===== src/sv/pwbs_pkg.sv =====
`timescale 1ns / 1ps
// ----------------------------------------------------------------------------
// pwbs_pkg
// Shared types and constants for the pulse-width one-wire byte sender.
// ----------------------------------------------------------------------------
package pwbs_pkg;

  localparam int unsigned BitsPerFrameDef = 8;
  localparam int unsigned PeriodW         = 16;
  localparam int unsigned DataW           = 8;
  localparam int unsigned AddrW           = 4;
  localparam int unsigned ApbDataW        = 32;

  // register indexes (byte address = 4 * index)
  localparam logic [1:0] RegStartLow  = 2'd0;
  localparam logic [1:0] RegLongPhase = 2'd1;
  localparam logic [1:0] RegShortPhase = 2'd2;
  localparam logic [1:0] RegStopHigh  = 2'd3;

  localparam logic [PeriodW-1:0] StartLowRst   = 16'd500;
  localparam logic [PeriodW-1:0] LongPhaseRst  = 16'd120;
  localparam logic [PeriodW-1:0] ShortPhaseRst = 16'd40;
  localparam logic [PeriodW-1:0] StopHighRst   = 16'd40;

  // input word kinds
  localparam logic OpTick = 1'b0;
  localparam logic OpSend = 1'b1;

  typedef enum logic [4:0] {
    PH_IDLE  = 5'b00001,
    PH_START = 5'b00010,
    PH_HIGH  = 5'b00100,
    PH_LOW   = 5'b01000,
    PH_STOP  = 5'b10000
  } pwbs_phase_e;

  typedef struct packed {
    logic [PeriodW-1:0] start_low;
    logic [PeriodW-1:0] long_phase;
    logic [PeriodW-1:0] short_phase;
    logic [PeriodW-1:0] stop_high;
  } pwbs_cfg_t;

  typedef struct packed {
    logic frame_done;
    logic send_accepted;
    logic busy_res;
    logic line_level;
  } pwbs_res_t;

  // a programmed zero counts as one tick
  function automatic logic [PeriodW-1:0] period_of(input logic [PeriodW-1:0] r);
    period_of = (r == '0) ? PeriodW'(1) : r;
  endfunction

endpackage


===== src/sv/pwbs_cfg_regs.sv =====
`timescale 1ns / 1ps
// ----------------------------------------------------------------------------
// pwbs_cfg_regs
// APB register file holding the four frame timing periods.
// ----------------------------------------------------------------------------
module pwbs_cfg_regs
  import pwbs_pkg::*;
(
  input  logic                clk_i,
  input  logic                rst_ni,
  input  logic                psel,
  input  logic                penable,
  input  logic                pwrite,
  input  logic [AddrW-1:0]    paddr,
  input  logic [ApbDataW-1:0] pwdata,
  output logic [ApbDataW-1:0] prdata,
  output logic                pready,
  output pwbs_cfg_t           cfg_o
);

  pwbs_cfg_t   cfg_q;
  logic        wr_en;
  logic [1:0]  reg_idx;

  assign pready  = 1'b1;
  assign wr_en   = psel & penable & pwrite;
  assign reg_idx = paddr[3:2];

  always_ff @(posedge clk_i or negedge rst_ni) begin
    if (!rst_ni) begin
      cfg_q.start_low   <= StartLowRst;
      cfg_q.long_phase  <= LongPhaseRst;
      cfg_q.short_phase <= ShortPhaseRst;
      cfg_q.stop_high   <= StopHighRst;
    end else if (wr_en) begin
      unique case (reg_idx)
        RegStartLow:   cfg_q.start_low   <= pwdata[PeriodW-1:0];
        RegLongPhase:  cfg_q.long_phase  <= pwdata[PeriodW-1:0];
        RegShortPhase: cfg_q.short_phase <= pwdata[PeriodW-1:0];
        RegStopHigh:   cfg_q.stop_high   <= pwdata[PeriodW-1:0];
        default: ;
      endcase
    end
  end

  always_comb begin
    unique case (reg_idx)
      RegStartLow:   prdata = ApbDataW'(cfg_q.start_low);
      RegLongPhase:  prdata = ApbDataW'(cfg_q.long_phase);
      RegShortPhase: prdata = ApbDataW'(cfg_q.short_phase);
      RegStopHigh:   prdata = ApbDataW'(cfg_q.stop_high);
      default:       prdata = '0;
    endcase
  end

  assign cfg_o = cfg_q;

endmodule


===== src/sv/pwbs_frame_fsm.sv =====
`timescale 1ns / 1ps
// ----------------------------------------------------------------------------
// pwbs_frame_fsm
// Frame sequencer: applies one tick or send word per step and reports status.
// ----------------------------------------------------------------------------
module pwbs_frame_fsm
  import pwbs_pkg::*;
#(
  parameter int unsigned BITS_PER_FRAME = BitsPerFrameDef
) (
  input  logic             clk_i,
  input  logic             rst_ni,
  input  logic             step_i,
  input  logic             op_i,
  input  logic [DataW-1:0] data_i,
  input  pwbs_cfg_t        cfg_i,
  output pwbs_res_t        res_o
);

  localparam int unsigned CntW = $clog2(BITS_PER_FRAME + 1);
  localparam logic [CntW-1:0] LastBit = CntW'(BITS_PER_FRAME - 1);

  pwbs_phase_e        phase_q, phase_d;
  logic [PeriodW-1:0] ticks_q, ticks_d;
  logic [DataW-1:0]   shift_q, shift_d;
  logic [CntW-1:0]    sent_q, sent_d;
  logic               line_q, line_d;
  logic [PeriodW-1:0] ticks_dec;
  logic               accepted, done;

  always_comb begin
    phase_d   = phase_q;
    ticks_d   = ticks_q;
    shift_d   = shift_q;
    sent_d    = sent_q;
    line_d    = line_q;
    accepted  = 1'b0;
    done      = 1'b0;
    ticks_dec = (ticks_q != '0) ? ticks_q - PeriodW'(1) : '0;

    if (op_i == OpSend) begin
      if (phase_q == PH_IDLE) begin
        accepted = 1'b1;
        shift_d  = data_i;
        sent_d   = '0;
        line_d   = 1'b0;
        phase_d  = PH_START;
        ticks_d  = period_of(cfg_i.start_low);
      end
    end else if (phase_q != PH_IDLE) begin
      ticks_d = ticks_dec;
      if (ticks_dec == '0) begin
        unique case (phase_q)
          PH_START: begin
            line_d  = 1'b1;
            phase_d = PH_HIGH;
            ticks_d = shift_q[0] ? period_of(cfg_i.long_phase)
                                 : period_of(cfg_i.short_phase);
          end
          PH_HIGH: begin
            line_d  = 1'b0;
            phase_d = PH_LOW;
            ticks_d = shift_q[0] ? period_of(cfg_i.short_phase)
                                 : period_of(cfg_i.long_phase);
          end
          PH_LOW: begin
            shift_d = {1'b0, shift_q[DataW-1:1]};
            sent_d  = sent_q + CntW'(1);
            line_d  = 1'b1;
            if (sent_q == LastBit) begin
              phase_d = PH_STOP;
              ticks_d = period_of(cfg_i.stop_high);
            end else begin
              // next bit cell looks at the bit just shifted down
              phase_d = PH_HIGH;
              ticks_d = shift_q[1] ? period_of(cfg_i.long_phase)
                                   : period_of(cfg_i.short_phase);
            end
          end
          PH_STOP: begin
            line_d  = 1'b1;
            phase_d = PH_IDLE;
            ticks_d = '0;
            sent_d  = '0;
            done    = 1'b1;
          end
          default: begin
            phase_d = PH_IDLE;
          end
        endcase
      end
    end
  end

  always_ff @(posedge clk_i or negedge rst_ni) begin
    if (!rst_ni) begin
      phase_q <= PH_IDLE;
      ticks_q <= '0;
      shift_q <= '0;
      sent_q  <= '0;
      line_q  <= 1'b0;
    end else if (step_i) begin
      phase_q <= phase_d;
      ticks_q <= ticks_d;
      shift_q <= shift_d;
      sent_q  <= sent_d;
      line_q  <= line_d;
    end
  end

  assign res_o.line_level    = line_d;
  assign res_o.busy_res      = (phase_d != PH_IDLE);
  assign res_o.send_accepted = accepted;
  assign res_o.frame_done    = done;

endmodule


===== src/sv/pulse_width_one_wire_byte_sender_core.sv =====
`timescale 1ns / 1ps
// ----------------------------------------------------------------------------
// pulse_width_one_wire_byte_sender_core
// Pulse-width one-wire byte sender with stream in/out and APB timing regs.
// ----------------------------------------------------------------------------
// Input words carry either a 10 us time tick or a request to send a byte
// (s_axis_tuser). A send is taken only while idle; a send while a frame runs
// returns a word with send_accepted low and changes nothing. A frame is a
// start low period, BITS_PER_FRAME bit cells LSB first (one = long high,
// short low; zero = short high, long low) and a stop high period.
// Every input word yields exactly one output word with the line level,
// busy flag, send-accepted flag and frame-done flag after that word.
// Each word passes the input register, then the result register, before it is
// offered on the master stream.
// Throughput: one word per cycle while m_axis_tready stays high; the sequencer
// step is a single pass of decrement, compare and phase select.
// When m_axis_tready is low the result register holds its word and the
// input register still takes one more word; after that s_axis_tready drops.
// Reset brings the line low, the sequencer idle and the timing registers to
// 500/120/40/40 ticks. The user writes timing registers only with no word in flight.
// ----------------------------------------------------------------------------
module pulse_width_one_wire_byte_sender_core
  import pwbs_pkg::*;
#(
  parameter int unsigned BITS_PER_FRAME = BitsPerFrameDef
) (
  input  logic                clk_i,
  input  logic                rst_ni,
  input  logic                s_axis_tvalid,
  output logic                s_axis_tready,
  input  logic [DataW-1:0]    s_axis_tdata,   // [7:0] data_byte
  input  logic [0:0]          s_axis_tuser,   // [0] operation
  output logic                m_axis_tvalid,
  input  logic                m_axis_tready,
  // [0] line_level, [1] busy_res, [2] send_accepted, [3] frame_done, [7:4] 0
  output logic [7:0]          m_axis_tdata,
  input  logic                psel,
  input  logic                penable,
  input  logic                pwrite,
  input  logic [AddrW-1:0]    paddr,
  input  logic [ApbDataW-1:0] pwdata,
  output logic [ApbDataW-1:0] prdata,
  output logic                pready
);

  pwbs_cfg_t        cfg;
  pwbs_res_t        res;
  logic             in_valid_q;
  logic             in_op_q;
  logic [DataW-1:0] in_data_q;
  logic             out_valid_q;
  pwbs_res_t        out_res_q;
  logic             advance;

  assign advance       = in_valid_q & (~out_valid_q | m_axis_tready);
  assign s_axis_tready = ~in_valid_q | advance;

  always_ff @(posedge clk_i or negedge rst_ni) begin
    if (!rst_ni) begin
      in_valid_q <= 1'b0;
    end else if (s_axis_tready) begin
      in_valid_q <= s_axis_tvalid;
    end
  end

  always_ff @(posedge clk_i) begin
    if (s_axis_tready && s_axis_tvalid) begin
      in_op_q   <= s_axis_tuser[0];
      in_data_q <= s_axis_tdata;
    end
  end

  pwbs_cfg_regs u_cfg (
    .clk_i   (clk_i),
    .rst_ni  (rst_ni),
    .psel    (psel),
    .penable (penable),
    .pwrite  (pwrite),
    .paddr   (paddr),
    .pwdata  (pwdata),
    .prdata  (prdata),
    .pready  (pready),
    .cfg_o   (cfg)
  );

  pwbs_frame_fsm #(
    .BITS_PER_FRAME (BITS_PER_FRAME)
  ) u_fsm (
    .clk_i  (clk_i),
    .rst_ni (rst_ni),
    .step_i (advance),
    .op_i   (in_op_q),
    .data_i (in_data_q),
    .cfg_i  (cfg),
    .res_o  (res)
  );

  always_ff @(posedge clk_i or negedge rst_ni) begin
    if (!rst_ni) begin
      out_valid_q <= 1'b0;
    end else if (advance) begin
      out_valid_q <= 1'b1;
    end else if (m_axis_tready) begin
      out_valid_q <= 1'b0;
    end
  end

  always_ff @(posedge clk_i) begin
    if (advance) begin
      out_res_q <= res;
    end
  end

  assign m_axis_tvalid = out_valid_q;
  assign m_axis_tdata  = {4'b0000, out_res_q.frame_done, out_res_q.send_accepted,
                          out_res_q.busy_res, out_res_q.line_level};

endmodule


===== config.mk =====
export PLATFORM = sky130hd
export DESIGN_NAME = pulse_width_one_wire_byte_sender_core
export DESIGN_NICKNAME = d
export VERILOG_FILES = /design/src/sv/pwbs_pkg.sv /design/src/sv/pwbs_cfg_regs.sv /design/src/sv/pwbs_frame_fsm.sv /design/src/sv/pulse_width_one_wire_byte_sender_core.sv
export SDC_FILE = /design/constraint.sdc
export NUM_CORES = 1
export LEC_CHECK = 0
export BUFFER_PORTS_ARGS = -buffer_cell sky130_fd_sc_hd__buf_4
export CAP_MARGIN = 30
export CORE_MARGIN = 2
export CORE_UTILIZATION = 52
export DETAILED_ROUTE_END_ITERATION = 8
export PLACE_DENSITY = 0.89
export SLEW_MARGIN = 5
export SYNTH_ARGS = -nofsm -noshare
export SYNTH_HDL_FRONTEND = slang
export SYNTH_SLANG_ARGS = --single-unit

===== constraint.sdc =====
create_clock -name clk_i -period 2.8 [get_ports clk_i]
set_input_delay 0.28 -clock clk_i [delete_from_list [all_inputs] [get_ports clk_i]]
set_output_delay 0.28 -clock clk_i [all_outputs]
set_load 0.05 [all_outputs]

==> results of run 1 <==
## power by group through the flow
stage                     combinational [mW]  sequential [mW]  clock [mW]
after global routing                    2.75             2.71        2.14
after global placement                  2.26             2.57           0
after detailed placement                2.34             2.63           0
after CTS                               2.47             2.62        2.05
after floorplan                         1.64             2.46           0
final                                   2.62             2.67        2.07
## cell type report
class                           count  share of cell area
Multi-Input combinational cell    396               0.417
Sequential cell                   113               0.372
Timing Repair Buffer              112               0.112
Clock buffer                       27              0.0655
Tap cell                          147              0.0235
Clock inverter                      5             0.00639
Inverter                            8             0.00416
## per-layer routing
layer / part of all wire / routed length (µm) / up-vias / track usage
li1: - / - / 2272 / -
met1: 0.36 / 6990 / 2650 / 0.369
met2: 0.48 / 9430 / 444 / 0.508
met3: 0.096 / 1870 / 129 / 0.0768
met4: 0.064 / 1260 / 0 / 0.201
met5: 0 / 0 / - / 0
## logic make-up (layout without fill, tap and decap cells)
logic type	count (synthesis)	after routing	synth area share
flip-flops	113	113	0.461
multiplexers	101	101	0.211
AND/OR/NAND/NOR	150	150	0.133
adder cells (fa/ha/maj)	3	3	0.00594
buffers and inverters	59	152	0.0515
AO/OA/AOI/OAI	111	111	0.123
other	2	21	0.00119
XOR/XNOR	10	10	0.0139
## cell usage in the layout, fill, tap and decap left out, types with 10 or more instances in the layout
cell and n:
nor4_1 22, dfstp_2 15, a21oi_1 29, mux2_2 76, clkbuf_16 17, buf_4 105, mux4_2 16, edfxtp_1 13
conb_1 21, dfrtp_1 84, o21ai_0 27, nand2b_1 10, nand2_1 29, nor2_1 22
## worst max path at each step
stage | slack [ns] | startpoint | cells after the start | end
6_report | -0.14 | u_fsm.ticks_q[0]$_DFFE_PN0P_ | 9 | u_fsm.ticks_q[9]$_DFFE_PN0P_
5_1_grt | -0.22 | u_fsm.ticks_q[4]$_DFFE_PN0P_ | 11 | u_fsm.ticks_q[9]$_DFFE_PN0P_
4_1_cts | -0.004 | u_fsm.ticks_q[0]$_DFFE_PN0P_ | 9 | u_fsm.ticks_q[9]$_DFFE_PN0P_
3_5_place_dp | -0.11 | u_fsm.ticks_q[1]$_DFFE_PN0P_ | 7 | u_fsm.shift_q[5]$_DFFE_PN0P_
3_3_place_gp | -0.08 | u_fsm.ticks_q[1]$_DFFE_PN0P_ | 7 | u_fsm.shift_q[3]$_DFFE_PN0P_
2_1_floorplan | -0.02 | u_fsm.ticks_q[4]$_DFFE_PN0P_ | 9 | m_axis_tdata[0]$_DFFE_PP_
## through the flow
stage / setup TNS [ns] / total power, mW / util / cells
2_1_floorplan: -0.0630 / 4.10 / - / 568
3_3_place_gp: -0.613 / 4.83 / 0.594 / 764
3_5_place_dp: -0.989 / 4.97 / 0.594 / 764
4_1_cts: -0.00389 / 7.15 / 0.650 / 805
5_1_grt: -3.15 / 7.61 / 0.657 / 808
6_report: -0.977 / 7.36 / 0.657 / 808
## synthesized netlist by cell type, types with 6 or more instances
| master | count | area (µm²) |
|---|---|---|
| a21oi_1 | 30 | 150 |
| a221o_1 | 6 | 60.1 |
| a222oi_1 | 7 | 70.1 |
| buf_4 | 23 | 173 |
| clkbuf_1 | 24 | 90.1 |
| dfrtp_1 | 85 | 2130 |
| dfstp_2 | 15 | 394 |
| edfxtp_1 | 13 | 390 |
| inv_1 | 6 | 22.5 |
| mux2_2 | 77 | 867 |
| mux4_2 | 16 | 360 |
| nand2_1 | 29 | 109 |
| nand2b_1 | 10 | 62.6 |
| nand3_1 | 9 | 45.0 |
| nand4_1 | 6 | 37.5 |
| nor2_1 | 23 | 86.3 |
| nor3_1 | 12 | 60.1 |
| nor4_1 | 22 | 138 |
| o21ai_0 | 28 | 140 |
| or3_1 | 10 | 62.6 |
| xor2_1 | 6 | 52.6 |
## state kept, by name (all words and copies together) (netlist names)
signal	flops
u_fsm.phase_q	5
in_data_q	8
u_fsm.sent_q	4
m_axis_tvalid	1
u_cfg.cfg_o	64
u_fsm.line_q	1
in_op_q	1
m_axis_tdata	4
in_valid_q	1
u_fsm.shift_q	8
u_fsm.ticks_q	16
## what timing repair did
item | 4_1_cts | 5_1_grt
resized for setup | 8 | 14
endpoints found under the hold margin | 44 | 0
setup buffers | 9 | 3
pin swaps | 8 | 6
hold buffers | 1 | 0
endpoints found under the setup margin | 24 | 30
==> impl_metrics.toml, run 1 <==
[layout]
fillCellCount = 768
final_area_mm2 = 0.00783
drive_above_1_share = 0.419
seqCellArea_mm2 = 0.00291
final_nets = 703
multiInputGateArea_mm2 = 0.00326
n_antenna_cell = 0
area_growth_syn_to_layout_pct = 23.9

[sta]
setup_slack_ns = -0.135
finalCritPeriodShare = 1.05
hold_viol = 0
fmax_mhz = 341
rsz0062_at_grt = "true"
period_minus_slack_ns = 2.94
slew_violations = 0
clock-skew-final_ns = 0.00771
whs_ns = 0.0341
tightestPinTransition_ns = 0.831
timing.slew.headroom = 0.445
finalSetupViolations = 20

[global_route]
grt_pass1_wl_um = 30900
grt_usage = 0.312
antenna_found_initial = 0
grt_pass1_vias = 5670
grt_start_max_net_pins = 52
grt_overflow = 0

[synthesis]
synth_area_mm2 = 0.00632
yosysWarnings = 0
synth-edff-count = 13
ys_seq_elements = 113
synth_area_per_cell_um2 = 11.5
postSynthCellCount = 549
synth.distinct_cells = 72
synth_ff_type = "dfrtp_1"
yosysSeqAreaShare = 0.461
synthArstFlopShare = 0.885

[floorplan]
ios = 95
fp.dieW_um = 114
core-area_mm2 = 0.0119
row_count = 40
die_area_mm2 = 0.0130
initial_core_util = 0.530
die_y_um = 114

[min_path]
holdPathStages = 1
min_from = "s_axis_tdata[4]"
holdPathEnd = "in_data_q[4]$_DFFE_PP_"
worst_hold_path_type = "input port to flop"

[setup_path]
cp_cell_sequence = "or4_4, o41a_1, nor3_2, nand4_1, buf_6, a221oi_4, buf_6, or3b_1, a31oi_1"
path_class = "flop to flop"
startpoint_type = "flop"
crit_path_top_delay_cell = "or4_4"
required_ns = 3.14
ff2ff_setup_slack_ns = -0.14
arrival_ns = 3.27
reg2reg_from = "u_fsm.ticks_q[0]$_DFFE_PN0P_"
endpoint_kind = "flop"
slowest_delay_ns = 0.57
path_common_cell = "buf_6"
r2r_cells = 9
crit_buf_inv = 2
crit_path_max_fanout = 5
regToRegEndpoint = "u_fsm.ticks_q[9]$_DFFE_PN0P_"
critPathTopFamily = "simple AND/OR/NAND/NOR gates"

[status]
violations = "negative setup slack"
status = "complete, but fails checks"

[pwr]
power_frac_comb = 0.356
p_switching_mw = 2.71
max-vdd-ir-drop_mv = 0.609
swShare = 0.369
power.internal_mw = 4.64
seqPwrFrac = 0.363
p_per_area_mw_per_mm2 = 940
leakagePower_nw = 3.32
power_frac_clock = 0.281

[clocking]
htreeDepth = 4
clk_pin_slew_ns = 0.05
cts_tree = "built"
clkLatencyLatePin_ns = 0.42
cts_buffers = 17
ctsLongestPathBuffers = 2
cts_sinks = 113
cts-root-buf = "clkbuf_16"

[detailed_routing]
drtAntennaViolNets = 0
wl_per_cell_um = 24.2
dr.first_iter.drc_count = 683
num_vias = 5495
wl_um = 19500
drtPass1Iterations = 6
drc_errors = 0
avgViaCountPerCell = 6.80

[run]
maxCapViolCount = 0

[placed_design]
dp_hpwl_um = 11900
place_area_mm2 = 0.00707
place_congestion = 0.917
port_buffers = 55
pre_cts_slack_ns = -0.111
Power figures use the tool's default switching activity.
==> run 2, diff against run 1 <==
--- a/config.mk
+++ b/config.mk
@@ -8,9 +8,9 @@
 export BUFFER_PORTS_ARGS = -buffer_cell sky130_fd_sc_hd__buf_4
 export CAP_MARGIN = 30
 export CORE_MARGIN = 2
-export CORE_UTILIZATION = 52
+export CORE_UTILIZATION = 44
 export DETAILED_ROUTE_END_ITERATION = 8
-export PLACE_DENSITY = 0.89
+export PLACE_DENSITY = 0.79
 export SLEW_MARGIN = 5
 export SYNTH_ARGS = -nofsm -noshare
 export SYNTH_HDL_FRONTEND = slang
==> run 2 against run 1 <==
Effect of this change:
- the flow still finishes with violations (negative setup slack)
- maximum frequency up 2.6%
- hold slack better by 0.0046 ns
- critical path depth up 1
- sequential power down 1%
- wire length fell by 8.6%
- global-route usage is 7.1 points lower
- core utilization down 8.0 points
- total power grew 1.5%
- combinational power rose by 3%
==> impl_metrics.toml, run 2 (synthesis results as in run 1) <==
[floorplan]
fp.dieW_um = 124
core-area_mm2 = 0.0139
die_area_mm2 = 0.0153
initial_core_util = 0.453
die_y_um = 124
ios = 95
row_count = 43

[detailed_routing]
dr.first_iter.drc_count = 648
wl_per_cell_um = 21.0
drtAntennaViolNets = 0
num_vias = 5265
wl_um = 17900
drtPass1Iterations = 9
avgViaCountPerCell = 6.18
drc_errors = 0

[sta]
finalCritPeriodShare = 1.02
fmax_mhz = 349
setup_slack_ns = -0.0616
whs_ns = 0.0387
tightestPinTransition_ns = 0.842
period_minus_slack_ns = 2.86
timing.slew.headroom = 0.437
clock-skew-final_ns = 0.00793
slew_violations = 0
rsz0062_at_grt = "true"
fin_tns_setup_ns = -0.135
finalSetupViolations = 3
hold_viol = 0

[setup_path]
startpoint_type = "flop"
critPathLaunch = "u_fsm.ticks_q[5]$_DFFE_PN0P_"
required_ns = 3.10
crit_path_max_fanout = 7
arrival_ns = 3.16
path_class = "flop to flop"
endpoint_kind = "flop"
reg2reg_from = "u_fsm.ticks_q[5]$_DFFE_PN0P_"

[run]
maxCapViolCount = 0

[placed_design]
dp_hpwl_um = 12000
place_congestion = 0.909
place_area_mm2 = 0.00718
port_buffers = 55
placedCellCount = 807

[clocking]
htreeDepth = 4
clkLatencyLatePin_ns = 0.41
cts_sinks = 113
cts_tree = "built"
cts_buffers = 17
clk_pin_slew_ns = 0.06
cts-root-buf = "clkbuf_16"
ctsLongestPathBuffers = 2

[pwr]
max-vdd-ir-drop_mv = 0.559
leakagePower_nw = 3.41
p_per_area_mw_per_mm2 = 929

[global_route]
antenna_found_initial = 0
grt_overflow = 0
grt_start_max_net_pins = 55
grt_usage = 0.240
grt_pass1_vias = 5269
grt_pass1_wl_um = 28000

[layout]
final_common_cell = "buf_4"
most-common-layout-cells = "114 x buf_4, 85 x dfrtp_1, 77 x mux2_2, 28 x nand2_1, 27 x o21ai_0"
area_growth_syn_to_layout_pct = 27.3
n_antenna_cell = 0
drive_above_1_share = 0.448
final_area_mm2 = 0.00804
largest_reg_flops = 64
final_nets = 714
layout.cells.non_filler = 852

[min_path]
min_from = "s_axis_tdata[6]"
worst_hold_path_type = "input port to flop"

[status]
status = "complete, but fails checks"
violations = "negative setup slack"
-- run 2: cell types whose count changed in the layout (fill, tap and decap cells not counted), moves of 2 or more --
cell and delta:
clkinv_4 +5, a21oi_1 -3, buf_4 +9, buf_6 +2, a21oi_2 +3, clkbuf_1 -5, clkbuf_8 -4, clkinv_2 -2
inv_6 +4
-- run 2: final cells by class --
cell class              count  area, µm²
clock buffers              18        439
clock inverters            14        153
fillers                  1081       5890
inverters                   8       35.0
multi-input cells         396       3320
flip-flops and latches    113       2910
well taps                 180        225
repair buffers            123        960
-- run 2: power by group --
group	internal, mW	switching [mW]
registers	2.12	0.509
logic	1.27	1.42
clock network	1.34	0.805
-- run 2: metal layers --
metal / up-vias / track usage / wire (µm)
met5: - / 0 / 0
li1: 2286 / - / -
met4: 0 / 0.112 / 749
met3: 73 / 0.0499 / 1390
met2: 348 / 0.390 / 8830
met1: 2558 / 0.309 / 6890
-- run 2: timing repair --
item | CTS | global route
hold buffers | 1 | 0
setup buffers | 6 | 5
pin swaps | 10 | 18
resized for setup | 14 | 24
hold endpoints to repair | 48 | 0
gates cloned | 0 | 1
setup endpoints to repair | 35 | 36
-- run 2: worst max-delay path, cell delays in order, from the launching register on --
cell and delay, ns:
dfrtp_1 0.40, or4_4 0.55, or4_4 0.52, mux2i_4 0.21, buf_6 0.14, inv_6 0.08
a221oi_4 0.06, buf_6 0.15, buf_6 0.13, a211o_1 0.26, a32o_1 0.24
-- run 2: final timing paths --
check                                          endpoint  slack [ns]  depth (start not counted)
min                              in_data_q[6]$_DFFE_PP_        0.04                          1
min reg2reg                u_fsm.shift_q[7]$_DFFE_PN0P_        0.51                          1
max in group asynchronous   u_cfg.cfg_o[53]$_DFFE_PN1P_        1.46                          3
min in group asynchronous    u_cfg.cfg_o[8]$_DFFE_PN0P_        0.47                          2
max reg2reg                u_fsm.ticks_q[0]$_DFFE_PN0P_       -0.06                         10
max                        u_fsm.ticks_q[0]$_DFFE_PN0P_       -0.06                         10
-- run 2: metrics by stage --
step / setup WS [ns] / power [mW] / util
2_1_floorplan: -0.0241 / 4.10 / -
3_3_place_gp: -0.109 / 4.97 / 0.515
3_5_place_dp: -0.164 / 5.07 / 0.515
4_1_cts: -0.0548 / 7.32 / 0.567
5_1_grt: -0.152 / 7.78 / 0.577
6_report: -0.0616 / 7.47 / 0.577
